[src/rtl/tchs_pkg.sv]
// Shared types, constants and helpers for the three-channel histogram smoother.
// No dependencies; used by every module in rtl/ except tchs_ram.
package tchs_pkg;

  localparam int NUM_CH     = 3;
  localparam int MAX_BINS   = 1024;
  localparam int ADDR_W     = $clog2(MAX_BINS);
  localparam int CNT_W      = 32;
  localparam int SUM_W      = 37;
  localparam int MAX_RADIUS = 15;
  localparam int WIN_LEN    = 2 * MAX_RADIUS + 1;
  localparam int WIN_W      = 5;
  localparam int NB_W       = 11;
  localparam int DIV_STEPS  = SUM_W;

  localparam logic [CNT_W-1:0] COUNT_MAX = {CNT_W{1'b1}};
  localparam logic [CNT_W-1:0] ONE_COUNT = CNT_W'(256);
  localparam logic [CNT_W-1:0] SAT_LEVEL = COUNT_MAX - ONE_COUNT;

  localparam logic [2:0] KIND_ACC    = 3'd0;
  localparam logic [2:0] KIND_READ   = 3'd1;
  localparam logic [2:0] KIND_WRITE  = 3'd2;
  localparam logic [2:0] KIND_CLEAR  = 3'd3;
  localparam logic [2:0] KIND_SMOOTH = 3'd4;

  localparam logic [1:0] CH_INVALID = 2'd3;

  localparam logic REG_MIN_VALUE = 1'b0;
  localparam logic REG_NUM_BINS  = 1'b1;

  typedef enum logic [3:0] {
    ST_INIT,
    ST_IDLE,
    ST_CLEAR,
    ST_ACC_RD,
    ST_ACC_WR,
    ST_RW,
    ST_RESP,
    ST_SM_CHECK,
    ST_LOAD_RD,
    ST_LOAD_CAP,
    ST_DIV_GO,
    ST_DIV_WAIT,
    ST_SM_WR,
    ST_NEXT_RD,
    ST_NEXT_CAP
  } state_t;

  typedef struct packed {
    logic latch;
    logic clr_start;
    logic clr_step;
    logic acc_rd;
    logic acc_wr;
    logic rw_access;
    logic resp;
    logic sm_init;
    logic load_rd;
    logic load_cap;
    logic div_start;
    logic sm_wr;
    logic next_rd;
    logic next_cap;
  } cmd_t;

  typedef struct packed {
    logic [2:0] kind;
    logic       clr_last;
    logic       load_last;
    logic       has_next;
    logic       sm_skip;
    logic       div_done;
  } stat_t;

  function automatic logic in_range(input logic [15:0] v, input logic [15:0] m,
                                    input logic [NB_W-1:0] used);
    logic [16:0] d;
    d = {v[15], v} - {m[15], m};
    return !d[16] && (d[15:0] < {5'd0, used});
  endfunction

  function automatic logic [ADDR_W-1:0] bin_idx(input logic [15:0] v, input logic [15:0] m);
    logic [15:0] d;
    d = v - m;
    return d[ADDR_W-1:0];
  endfunction

endpackage

[src/rtl/tchs_ctrl.sv]
// Controller state machine: sequences item handling, clear sweeps and smoothing.
// Depends on tchs_pkg; drives the datapath through cmd_t, watches stat_t.
module tchs_ctrl (
  input  logic             clk,
  input  logic             rst,
  input  logic             start,
  input  tchs_pkg::stat_t  stat,
  output tchs_pkg::cmd_t   cmd,
  output logic             busy
);

  tchs_pkg::state_t state, state_next;

  always_ff @(posedge clk) begin
    if (rst) begin
      state <= tchs_pkg::ST_INIT;
    end else begin
      state <= state_next;
    end
  end

  always_comb begin
    state_next = state;
    unique case (state)
      tchs_pkg::ST_INIT:     if (stat.clr_last) state_next = tchs_pkg::ST_IDLE;
      tchs_pkg::ST_IDLE: begin
        if (start) begin
          priority case (stat.kind)
            tchs_pkg::KIND_ACC:    state_next = tchs_pkg::ST_ACC_RD;
            tchs_pkg::KIND_READ,
            tchs_pkg::KIND_WRITE:  state_next = tchs_pkg::ST_RW;
            tchs_pkg::KIND_CLEAR:  state_next = tchs_pkg::ST_CLEAR;
            tchs_pkg::KIND_SMOOTH: state_next = tchs_pkg::ST_SM_CHECK;
            default:               state_next = tchs_pkg::ST_RESP;
          endcase
        end
      end
      tchs_pkg::ST_CLEAR:    if (stat.clr_last) state_next = tchs_pkg::ST_RESP;
      tchs_pkg::ST_ACC_RD:   state_next = tchs_pkg::ST_ACC_WR;
      tchs_pkg::ST_ACC_WR:   state_next = tchs_pkg::ST_RESP;
      tchs_pkg::ST_RW:       state_next = tchs_pkg::ST_RESP;
      tchs_pkg::ST_RESP:     state_next = tchs_pkg::ST_IDLE;
      tchs_pkg::ST_SM_CHECK: state_next = stat.sm_skip ? tchs_pkg::ST_RESP : tchs_pkg::ST_LOAD_RD;
      tchs_pkg::ST_LOAD_RD:  state_next = tchs_pkg::ST_LOAD_CAP;
      tchs_pkg::ST_LOAD_CAP: state_next = stat.load_last ? tchs_pkg::ST_DIV_GO
                                                         : tchs_pkg::ST_LOAD_RD;
      tchs_pkg::ST_DIV_GO:   state_next = tchs_pkg::ST_DIV_WAIT;
      tchs_pkg::ST_DIV_WAIT: if (stat.div_done) state_next = tchs_pkg::ST_SM_WR;
      tchs_pkg::ST_SM_WR:    state_next = stat.has_next ? tchs_pkg::ST_NEXT_RD
                                                        : tchs_pkg::ST_RESP;
      tchs_pkg::ST_NEXT_RD:  state_next = tchs_pkg::ST_NEXT_CAP;
      tchs_pkg::ST_NEXT_CAP: state_next = tchs_pkg::ST_DIV_GO;
      default:               state_next = tchs_pkg::ST_IDLE;
    endcase
  end

  always_comb begin
    cmd  = '0;
    busy = state != tchs_pkg::ST_IDLE;
    unique case (state)
      tchs_pkg::ST_INIT:     cmd.clr_step  = 1'b1;
      tchs_pkg::ST_IDLE: begin
        cmd.latch     = start;
        cmd.clr_start = start;
      end
      tchs_pkg::ST_CLEAR:    cmd.clr_step  = 1'b1;
      tchs_pkg::ST_ACC_RD:   cmd.acc_rd    = 1'b1;
      tchs_pkg::ST_ACC_WR:   cmd.acc_wr    = 1'b1;
      tchs_pkg::ST_RW:       cmd.rw_access = 1'b1;
      tchs_pkg::ST_RESP:     cmd.resp      = 1'b1;
      tchs_pkg::ST_SM_CHECK: cmd.sm_init   = 1'b1;
      tchs_pkg::ST_LOAD_RD:  cmd.load_rd   = 1'b1;
      tchs_pkg::ST_LOAD_CAP: cmd.load_cap  = 1'b1;
      tchs_pkg::ST_DIV_GO:   cmd.div_start = 1'b1;
      tchs_pkg::ST_DIV_WAIT: cmd = '0;
      tchs_pkg::ST_SM_WR:    cmd.sm_wr     = 1'b1;
      tchs_pkg::ST_NEXT_RD:  cmd.next_rd   = 1'b1;
      tchs_pkg::ST_NEXT_CAP: cmd.next_cap  = 1'b1;
      default:               cmd = '0;
    endcase
  end

endmodule

[config.mk]
export PLATFORM = sky130hd
export DESIGN_NAME = tchs_ctrl
export DESIGN_NICKNAME = d
export VERILOG_FILES = /design/src/rtl/tchs_pkg.sv /design/src/rtl/tchs_ctrl.sv
export SDC_FILE = /design/constraint.sdc
export NUM_CORES = 1
export LEC_CHECK = 0
export BUFFER_PORTS_ARGS = -buffer_cell sky130_fd_sc_hd__buf_2
export CORE_AREA = 2 2 39 41
export CTS_CLUSTER_SIZE = 40
export DETAILED_ROUTE_END_ITERATION = 12
export DIE_AREA = 0 0 41 43
export PLACE_DENSITY = 0.73
export RECOVER_POWER = 25
export SLEW_MARGIN = 20
export SYNTH_ARGS = -nofsm -noshare
export SYNTH_HDL_FRONTEND = slang
export SYNTH_SLANG_ARGS = --single-unit
[constraint.sdc]
create_clock -name clk -period 2 [get_ports clk]
set_input_delay 0.3 -clock clk [delete_from_list [all_inputs] [get_ports clk]]
set_output_delay 0.3 -clock clk [all_outputs]
set_load 0.005 [all_outputs]
After elaboration in Yosys (flattened, before gate mapping)
Index checks and enable logic that the tools add are counted.
{"block": "totals", "regBits": 4, "latch_bits": 0, "ram_bits": 0, "romBits": 0, "in_bits": 11, "output_inout_bits": 15, "elab_cells": 52, "mem_count": 0}
{"block": "op_classes", "add_sub_neg": 0, "n_mul": 0, "div": 0, "n_lt_le_gt_ge": 0, "n_eq_ne": 23, "shifts": 0, "muxes": 22, "bitwise_logic": 0, "n_reduce_logical": 6}
{"operator": "$pmux 4 s13", "n": 1}
{"operator": "$eq 4x4->1 const B", "n": 7}
{"operator": "$mux 4", "n": 6}
{"operator": "$eq 4x3->1 const B", "n": 4}
{"operator": "$mux 1", "n": 12}
{"operator": "$pmux 3 s4", "n": 1}
{"operator": "$eq 4x2->1 const B", "n": 2}
{"operator": "$ne 2x2->1 const B", "n": 4}
{"operator": "$eq 3x2->1 const B", "n": 2}
{"operator": "$reduce_or 2->1", "n": 3}
{"operator": "$eq 4x1->1 const B", "n": 1}
{"operator": "$logic_not 4->1", "n": 1}
{"operator": "$mux 2", "n": 2}
{"operator": "$ne 4x1->1 const B", "n": 1}
{"operator": "$reduce_and 4->1", "n": 1}
{"operator": "$eq 3x1->1 const B", "n": 1}
{"operator": "$eq 3x3->1 const B", "n": 1}
{"operator": "$logic_not 3->1", "n": 1}

Logic depth before layout (Yosys ltp)
Gate-level depths: netlist (run 1).
{"block": "logic_depth", "ltp_word": 5, "mapped_depth": 5, "mapped_depth_nobuf": 4}

Worst setup path before layout (run 1)
No wires, ideal clock.
{"block": "synth_path", "kind": "flip-flop to output port", "startpoint": "register state[0]", "endpoint": "output cmd[13] in the netlist's numbering", "t_arrival_ns": 1.152, "t_required_ns": 1.700, "setup_slack_ns": 0.548, "path_stages_with_launch": 6, "path_buffers": 3, "cell_sequence": "dfxtp_1 > buf_6 > buf_2 > nor2b_1 > and3_1 > buf_4"}
{"element": "start: declaration", "line": "tchs_ctrl.sv:12", "rtl": "tchs_pkg::state_t state, state_next;"}
{"element": "start signal: assignment", "line": "tchs_ctrl.sv:16", "rtl": "state <= tchs_pkg::ST_INIT;"}
{"element": "start signal: assignment", "line": "tchs_ctrl.sv:18", "rtl": "state <= state_next;"}
{"element": "end: declaration", "line": "tchs_ctrl.sv:8", "rtl": "output tchs_pkg::cmd_t cmd,"}

==> metrics.md, run 1 <==
| Metric | Value |
|---|---|
| Status | completed |
| Clock transition at path regs | about 40 ps |
| Synth warn | 0 |
| Post-CTS setup buffers | 0 |
| CTS tree | done |
| CP Cell Sequence | buf_4, nor3_1, buf_2 |
| Synth cell types | 38 |
| Nets@finish | roughly 110 |
| Starting Density | 0.420 |
| Post-CTS Hold Fix Bufs | 0 |
| Synthesized flop and latch total | 4 |
| WL per Instance | 12.6 um |
| Dpl cells | approximately 110 |
| RSZ-0062 raised after global routing | no |
| Core utilization of the finished layout | 0.503 |
| Total number of vias | 628 |
| Peak fanout along the critical path | 19 |
| Hpwl dp | about 1100 um |
| Final TNS setup | 0 ps |
| Die ar. | between 0.0015 and 0.002 sq mm |
| Max Cap Violations | 0 |
| Final WL | between 1000 and 1500 um |
| Post-synthesis net count | 84 |
| Post-synthesis cell count | 73 |
| Layout cell share with drive strength beyond 1 | 0.449 |
| Clock skew | approximately 0.88 ps |
| Fmax | ~550 MHz |
| CP bufs+invs | 2 |
| Leakage | 0.302 nW |
| Port Buf Inserts | 25 |
| Ports | 26 |
| CTS buffer count | 3 |
| Power density over the cells | between 400 and 500 mW/mm^2 |
| Top Registers | state (4) |
| Crit path DAT | 1510 ps |
| Drt pass-1 iters | 4 |
| Biggest register | state |
| First-pass GRT wire length | roughly 2300 um |
| Gr usage total | 0.196 |
| Slowest-stage cell, CP | dfxtp_1 |
| Core footprint | 0.00138 sq mm |
| Number of global-route vias before repair | ~560 |
| Largest net degree at the start of global routing | 20 |
| Drt drc | 0 |
| WP data required | approximately 1700 ps |
| Avg Cell Area, Syn | between 7 and 8 sq um |
| Area contributors post-synth | dfxtp_1, buf_6, nor2_1 |
| Iter 0 DRT Violations | 17 |
| Max VDD drop | 0.298 mV |
| Hold Crit Class | input port to register |
| Cts repair resizes | 0 |
| CTS sink count | 4 |
| Seq/Total Area, Yosys | 0.138 |
| Synth Cell Area | 581 sq um |
| Post-synth top area cell | dfxtp_1 |
| Largest stage delay, worst path | ~490 ps |
| Antenna-violating nets left | 0 |
| Die Width | roughly 41 um |
| Routability cong. | slightly below 0.9 |
| Worst-Skew Late Latency | between 200 and 250 ps |
| DR vias/cell | about 5.5 |
| CTS Buffer Depth | 2 |
| Grt total ovfl | 0 |
| Root buf cell | clkbuf_4 |
| Ant diodes | 0 |
| Cell family with most CP delay | flip-flops |
| Row count | 14 |
| Setup crit start kind | register |
| Fin. Hold Viols | 0 |
| Worst setup EP type | output pin |
| Max reg flops | 4 |
| Max_slew headroom | 0.600 |
| Fin crit share | 0.903 |
| DIE HEIGHT | 43 um |
| Worst Max-Slew Pin Slew | approximately 600 ps |
| Slew Limit Fails | 0 |
| Initial antenna violation count | 0 |
| WS Path Type | register to output pin |
| Final Setup Violations | 0 |
| Area grow syn2layout | 19.8% |
| Top-area cell type share of the netlist area | 0.138 |
| H-tree Lvls | 1 |
| Final Non-Filler Cells | roughly 110 |
| Min Clock Period, post-route | ~1800 ps |
-- logic make-up after synthesis --
logic type	after synthesis	share of synthesized area
AO/OA/AOI/OAI	20	0.330
XOR/XNOR	3	0.0582
buffers and inverters	11	0.131
flip-flops	4	0.138
AND/OR/NAND/NOR	35	0.343
-- synthesized netlist by cell type --
master / number
xor2_2: 1
nor2_1: 12
o211a_1: 1
buf_2: 1
and4b_4: 1
and3_1: 1
a311oi_2: 1
o221ai_1: 1
buf_4: 1
a21oi_2: 1
o22ai_1: 1
o21ai_0: 3
nor3_1: 7
nor2b_1: 2
o31ai_1: 1
a221oi_2: 1
a21bo_2: 1
inv_1: 3
a211oi_1: 1
nand2b_1: 2
buf_6: 4
dfxtp_1: 4
o21bai_2: 1
nand2b_4: 1
a22oi_1: 1
inv_2: 2
o32a_2: 1
a21oi_1: 1
nor2_2: 1
o211ai_1: 1
nor4b_2: 1
and2b_1: 1
nor4_2: 1
xnor2_1: 2
a2111oi_4: 1
nand2_1: 5
o21ai_1: 1
a211oi_2: 1
-- power breakdown --
part | switching (mW) | internal, mW
sequential | 0.0140 | 0.0833
combinational | 0.0445 | 0.0472
clock | 0.0408 | 0.0677
-- cell type report --
| class | count | area, sq um |
|---|---|---|
| Fill cell | 146 | 688 |
| Multi-Input combinational cell | 58 | 410 |
| Clock buffer | 3 | 22.5 |
| Inverter | 5 | 18.8 |
| Tap cell | 16 | 20.0 |
| Timing Repair Buffer | 28 | 144 |
| Sequential cell | 4 | 80.1 |
-- per-layer routing --
| layer | share of wire | global-route usage | wire length [um] |
|---|---|---|---|
| met5 | 0 | 0 | 0 |
| met4 | 0 | 0.0600 | 0 |
| met3 | 0.054 | 0.0628 | 77 |
| met2 | 0.52 | 0.334 | 749 |
| met1 | 0.42 | 0.215 | 610 |
-- stage by stage --
stage	instance area (sq um)	setup slack, ps	power, mW	hold slack (ps)
floorplan	581	548	0.166	366
detailed placement	691	326	0.193	525
global placement	691	388	0.189	506
CTS	713	202	0.302	272
global route	696	92.3	0.322	264
finish	696	194	0.297	270
-- worst paths after layout --
path / startpoint / endpoint / slack [ps] / depth (start not counted)
setup / recovery: state[0] / cmd[11] / 190 / 3
hold / removal: rst / state[0] / 270 / 2
setup reg to reg: state[0] / state[0] / 310 / 5
hold reg to reg: state[1] / state[1] / 700 / 2
-- cell usage in the layout (no fill, tap or decap), types with 2 or more instances in the layout --
| cell type | Yosys | layout |
|---|---|---|
| buf_2 | 1 | 24 |
| nor2_1 | 12 | 12 |
| nor3_1 | 7 | 7 |
| nand2_1 | 5 | 5 |
| dfxtp_1 | 4 | 4 |
| nand2b_1 | 2 | 3 |
| inv_1 | 3 | 3 |
| o21ai_0 | 3 | 3 |
| clkbuf_4 | 0 | 3 |
| inv_2 | 2 | 2 |
| nor2b_1 | 2 | 2 |
| xnor2_1 | 2 | 2 |
| buf_4 | 1 | 2 |
No activity file was read; power rests on OpenSTA's default activity.
==> inputs of run 2 (changes only) <==
Clock period 2 ns to 2.1 ns, I/O delays scaled along.
==> metrics.md, run 2 (synthesis gave the netlist of run 1 again) <==
| Metric | Value |
|---|---|
| WHS | around 300 ps |
| H-tree Lvls | 1 |
| Worst reg2reg path depth | 4 |
| Peak fanout along the critical path | 10 |
| Drt drc | 0 |
| Internal Power | 0.188 mW |
| Top Registers | state (4) |
| Die ar. | approximately 0.0018 sq mm |
| Placed Area | about 700 sq um |
| Total number of vias | ~640 |
| Iter 0 DRT Violations | 9 |
| Final Non-Filler Cells | 113 |
| WL per Instance | around 12 um |
| Max VDD drop | between 0.2 and 0.25 mV |
| Min Clock Period, post-route | around 1900 ps |
| P_sw | between 0.09 and 0.1 mW |
| Pre-CTS setup slack | roughly 400 ps |
| Status | completed |
| Clock transition at path regs | ~40 ps |
| Hold Path Cell Cnt | 2 |
| Worst-Skew Late Latency | 240 ps |
| Biggest register | state |
| Final Setup Violations | 0 |
| Worst Max-Slew Pin Slew | roughly 740 ps |
| Sw frac | 0.324 |
| Dpl cells | 110 |
| Max Cap Violations | 0 |
| Hpwl dp | approximately 1000 um |
| Max reg flops | 4 |
| Final TNS setup | 0 ps |
| Fin worst setup slack | ~210 ps |
| Seq pwr share | 0.341 |
| Antenna-violating nets left | 0 |
| RSZ-0062 raised after global routing | no |
| Clock skew | between 1.5 and 2 ps |
| Post-CTS setup buffers | 0 |
| Setup crit start kind | register |
| Layout cell share with drive strength beyond 1 | 0.433 |
| Routability cong. | around 0.85 |
| Crit path DAT | around 1600 ps |
| Commonest non-fill, non-tap cell in the layout | buf_2 |
| Starting Density | 0.420 |
| Fmax | between 500 and 600 MHz |
| Final WL | approximately 1400 um |
| Clock power frac | 0.362 |
| First-pass GRT wire length | 2280 um |
| Max_slew headroom | 0.505 |
| Area grow syn2layout | 20.5% |
| Row count | 14 |
| Fin area | about 700 sq um |
| Nets@finish | 110 |
| Number of global-route vias before repair | 565 |
| Comb power frac | 0.297 |
| Ports | 26 |
| Most frequent cells in the layout | buf_2, nor2_1, nor3_1, nand2_1 |
| CTS Buffer Depth | 2 |
| Core footprint | 0.00138 sq mm |
| Hold Crit Class | input port to register |
| Drt pass-1 iters | 4 |
| Gr usage total | 0.191 |
| Fill cell count | roughly 130 |
| Cts repair resizes | 0 |
| Power density over the cells | roughly 400 mW/mm^2 |
| Grt total ovfl | 0 |
| Leakage | between 0.2 and 0.3 nW |
| Initial antenna violation count | 0 |
| Ant diodes | 0 |
| Worst setup EP type | output pin |
| Fin crit share | 0.898 |
| Port Buf Inserts | 25 |
| CTS tree | done |
| Post-CTS Hold Fix Bufs | 0 |
| Overall Power | ~0.28 mW |
| WS Path Type | register to output pin |
| WP data required | about 1800 ps |
| Fin. Hold Viols | 0 |
| CTS sink count | 4 |
| CTS buffer count | 3 |
| Largest net degree at the start of global routing | 24 |
| Die Width | around 40 um |
| DIE HEIGHT | ~43 um |
| Core utilization of the finished layout | 0.505 |
| Root buf cell | clkbuf_4 |
| DR vias/cell | 5.62 |
| Slew Limit Fails | 0 |
-- run 2: cell count changes in the layout (fill, tap and decap cells not counted) --
cell,previous run,this run
buf_2,24,23
inv_2,2,1
buf_4,2,1
nor4b_1,1,0
nor4b_2,0,1
nand2b_1,3,2
nand2b_4,0,1
inv_1,3,4
clkbuf_2,1,0
clkbuf_1,1,3
-- run 2: layer usage --
metal  global-route usage  part of all wire
met5                    0                 0
met4                0.147             0.033
met3               0.0314             0.046
met2                0.300              0.51
met1                0.214              0.41
-- run 2: power by group through the flow --
stage / Combinational [mW] / Clock [mW] / Sequential (mW)
2_1_floorplan: 0.0739 / 0 / 0.0843
3_3_place_gp: 0.0817 / 0 / 0.0955
3_5_place_dp: 0.0830 / 0 / 0.0959
4_1_cts: 0.0840 / 0.102 / 0.0947
5_1_grt: 0.0913 / 0.109 / 0.0967
6_report: 0.0827 / 0.101 / 0.0950
-- run 2: layout make-up --
class | instances | area (sq um) | share of cell area
Multi-Input combinational cell | 58 | 424 | 0.606
Timing Repair Buffer | 27 | 134 | 0.191
Sequential cell | 4 | 80.1 | 0.114
Clock buffer | 3 | 22.5 | 0.0322
Tap cell | 16 | 20.0 | 0.0286
Inverter | 5 | 18.8 | 0.0268
-- run 2: worst max-delay path, stage by stage, from the launching register on --
cell and delay, ps:
dfxtp_1 520, clkbuf_1 370, nor2_2 120, and3_1 200
buf_2 120
-- run 2: worst paths after layout --
| path | start | end | slack (ps) |
|---|---|---|---|
| max | state[3] | cmd[12] | 210 |
| max reg2reg | state[0] | state[0] | 360 |
| min reg2reg | state[1] | state[1] | 690 |
| min | rst | state[0] | 290 |
==> inputs of run 3 (changes only) <==
--- a/config.mk
+++ b/config.mk
@@ -11,5 +11,5 @@
 export DETAILED_ROUTE_END_ITERATION = 12
 export DIE_AREA = 0 0 41 43
-export PLACE_DENSITY = 0.73
+export PLACE_DENSITY = 0.8
 export RECOVER_POWER = 25
 export SLEW_MARGIN = 20
==> constraint.sdc (replaced) <==
create_clock -name clk -period 2.1 [get_ports clk]
set_input_delay 0.105 -clock clk [delete_from_list [all_inputs] [get_ports clk]]
set_output_delay 0.105 -clock clk [all_outputs]
set_load 0.005 [all_outputs]
==> metrics.md, run 3 (synthesis gave the netlist of run 1 again) <==
| Metric | Value |
|---|---|
| Max_slew headroom | 0.530 |
| Final WL | approximately 1400 um |
| Gr usage total | 0.173 |
| Fmax | ~570 MHz |
| Layout cell share with drive strength beyond 1 | 0.458 |
| CTS Buffer Depth | 2 |
| Overall Power | between 0.2 and 0.3 mW |
| Max Cap Violations | 0 |
| Cts repair resizes | 0 |
| Leakage | around 0.3 nW |
| Drt drc | 0 |
| Crit path DAT | approximately 1900 ps |
| Worst Setup SP | state[3] |
| Port Buf Inserts | 25 |
| Ant diodes | 0 |
| Hpwl dp | roughly 1100 um |
| Antenna-violating nets left | 0 |
| Starting Density | 0.420 |
| Post-CTS Hold Fix Bufs | 0 |
| Slew Limit Fails | 0 |
| Worst-Skew Late Latency | 240 ps |
| Worst reg2reg path depth | 3 |
| Number of global-route vias before repair | 503 |
| Drt pass-1 iters | 4 |
| CTS sink count | 4 |
| Internal Power | 0.188 mW |
| Hold Crit Class | input port to register |
| H-tree Lvls | 1 |
| Root buf cell | clkbuf_4 |
| Grt total ovfl | 0 |
| Die ar. | approximately 0.0018 sq mm |
| Min Clock Period, post-route | between 1500 and 2000 ps |
| Sw frac | 0.323 |
| Fin. Hold Viols | 0 |
| Reg-to-reg setup timing slack | 340 ps |
| Min-Delay Startpoint | rst |
| Power density over the cells | 399 mW/mm^2 |
| WS Path Type | register to register |
| Clock power frac | 0.360 |
| Commonest non-fill, non-tap cell in the layout | buf_2 |
| Hold endpoint | state[0] |
| Fin crit share | 0.839 |
| RSZ-0062 raised after global routing | no |
| First-pass GRT wire length | ~2100 um |
| Final Setup Violations | 0 |
| Area grow syn2layout | 20.0% |
| Final TNS setup | 0 ps |
| Worst Max-Slew Pin Slew | around 700 ps |
| Post-CTS setup buffers | 0 |
| Total number of vias | 602 |
| Row count | 14 |
| Fin area | 697 sq um |
| Routability cong. | 0.840 |
| Comb power frac | 0.302 |
| Status | completed |
| WP data required | about 2300 ps |
| Largest net degree at the start of global routing | 24 |
| Seq pwr share | 0.338 |
| CTS buffer count | 3 |
| Die Width | between 40 and 50 um |
| Fill cell count | between 100 and 150 |
| Ports | 26 |
| Worst setup EP type | register |
| FF-to-FF Start | state[3] |
| DR vias/cell | 5.38 |
| Initial antenna violation count | 0 |
| Biggest register | state |
| Max VDD drop | about 0.32 mV |
| Dpl cells | between 100 and 150 |
| WL per Instance | 12.8 um |
| P_sw | roughly 0.090 mW |
| Clock transition at path regs | 40 ps |
| Placed Area | between 600 and 700 sq um |
| Max reg flops | 4 |
| DIE HEIGHT | 43 um |
| Worst r2r dst | state[0] |
| CTS tree | done |
| Clock skew | about 5.1 ps |
| Hold Path Cell Cnt | 2 |
| Setup crit start kind | register |
| Nets@finish | 109 |
| Most frequent cells in the layout | buf_2, nor2_1, nor3_1, nand2_1, dfxtp_1 |
| Top Registers | state (4) |
| Peak fanout along the critical path | 15 |
| Core footprint | approximately 0.0014 sq mm |
| Final Non-Filler Cells | 112 |
| Iter 0 DRT Violations | 9 |
[run 3: cell types whose count changed in the layout (fill, tap and decap cells not counted)]
cell	before	now
inv_1	4	3
clkbuf_1	3	1
inv_2	1	2
clkbuf_2	0	1
[run 3: layer usage]
| metal | GRT usage | wire [um] | vias up | part of all wire |
|---|---|---|---|---|
| li1 | - | - | 309 | - |
| met1 | 0.210 | 594 | 276 | 0.42 |
| met2 | 0.278 | 740 | 17 | 0.52 |
| met3 | 0.0628 | 94 | 0 | 0.066 |
| met4 | 0.0400 | 0 | 0 | 0 |
| met5 | 0 | 0 | - | 0 |
[run 3: worst max-delay path: stages (launching register included)]
cell      delay (ps)
dfxtp_1          720
nand2b_1         320
o32a_2           400
a221oi_2         220
[run 3: worst max path at each step]
stage / cells after the start / to / slack, ps
floorplan: 5 / cmd[13] / 840
global placement: 4 / state[2] / 410
detailed placement: 3 / state[0] / 380
CTS: 3 / state[0] / 380
global route: 4 / state[2] / 250
finish: 3 / state[0] / 340
[run 3: area by class of cell]
cell class | count | area, sq um | share of cell area
tap | 16 | 20.0 | 0.0287
multi-input combinational | 58 | 424 | 0.609
timing repair buffer | 26 | 131 | 0.189
sequential | 4 | 80.1 | 0.115
clock buffer | 3 | 22.5 | 0.0323
inverter | 5 | 18.8 | 0.0269
[run 3: power groups by stage]
stage	sequential (mW)	clock, mW	combinational (mW)
after floorplan	0.0843	0	0.0739
final	0.0938	0.100	0.0840
after global routing	0.0957	0.114	0.0910
after detailed placement	0.0948	0	0.0852
after global placement	0.0947	0	0.0824
after CTS	0.0935	0.103	0.0854
[run 3: metrics by stage]
stage	hold WS (ps)	setup WS, ps	utilization
global route	69.8	247	0.504
finish	76.0	338	0.504
floorplan	171	843	-
detailed placement	323	384	0.488
CTS	74.4	383	0.505
global placement	318	409	0.488
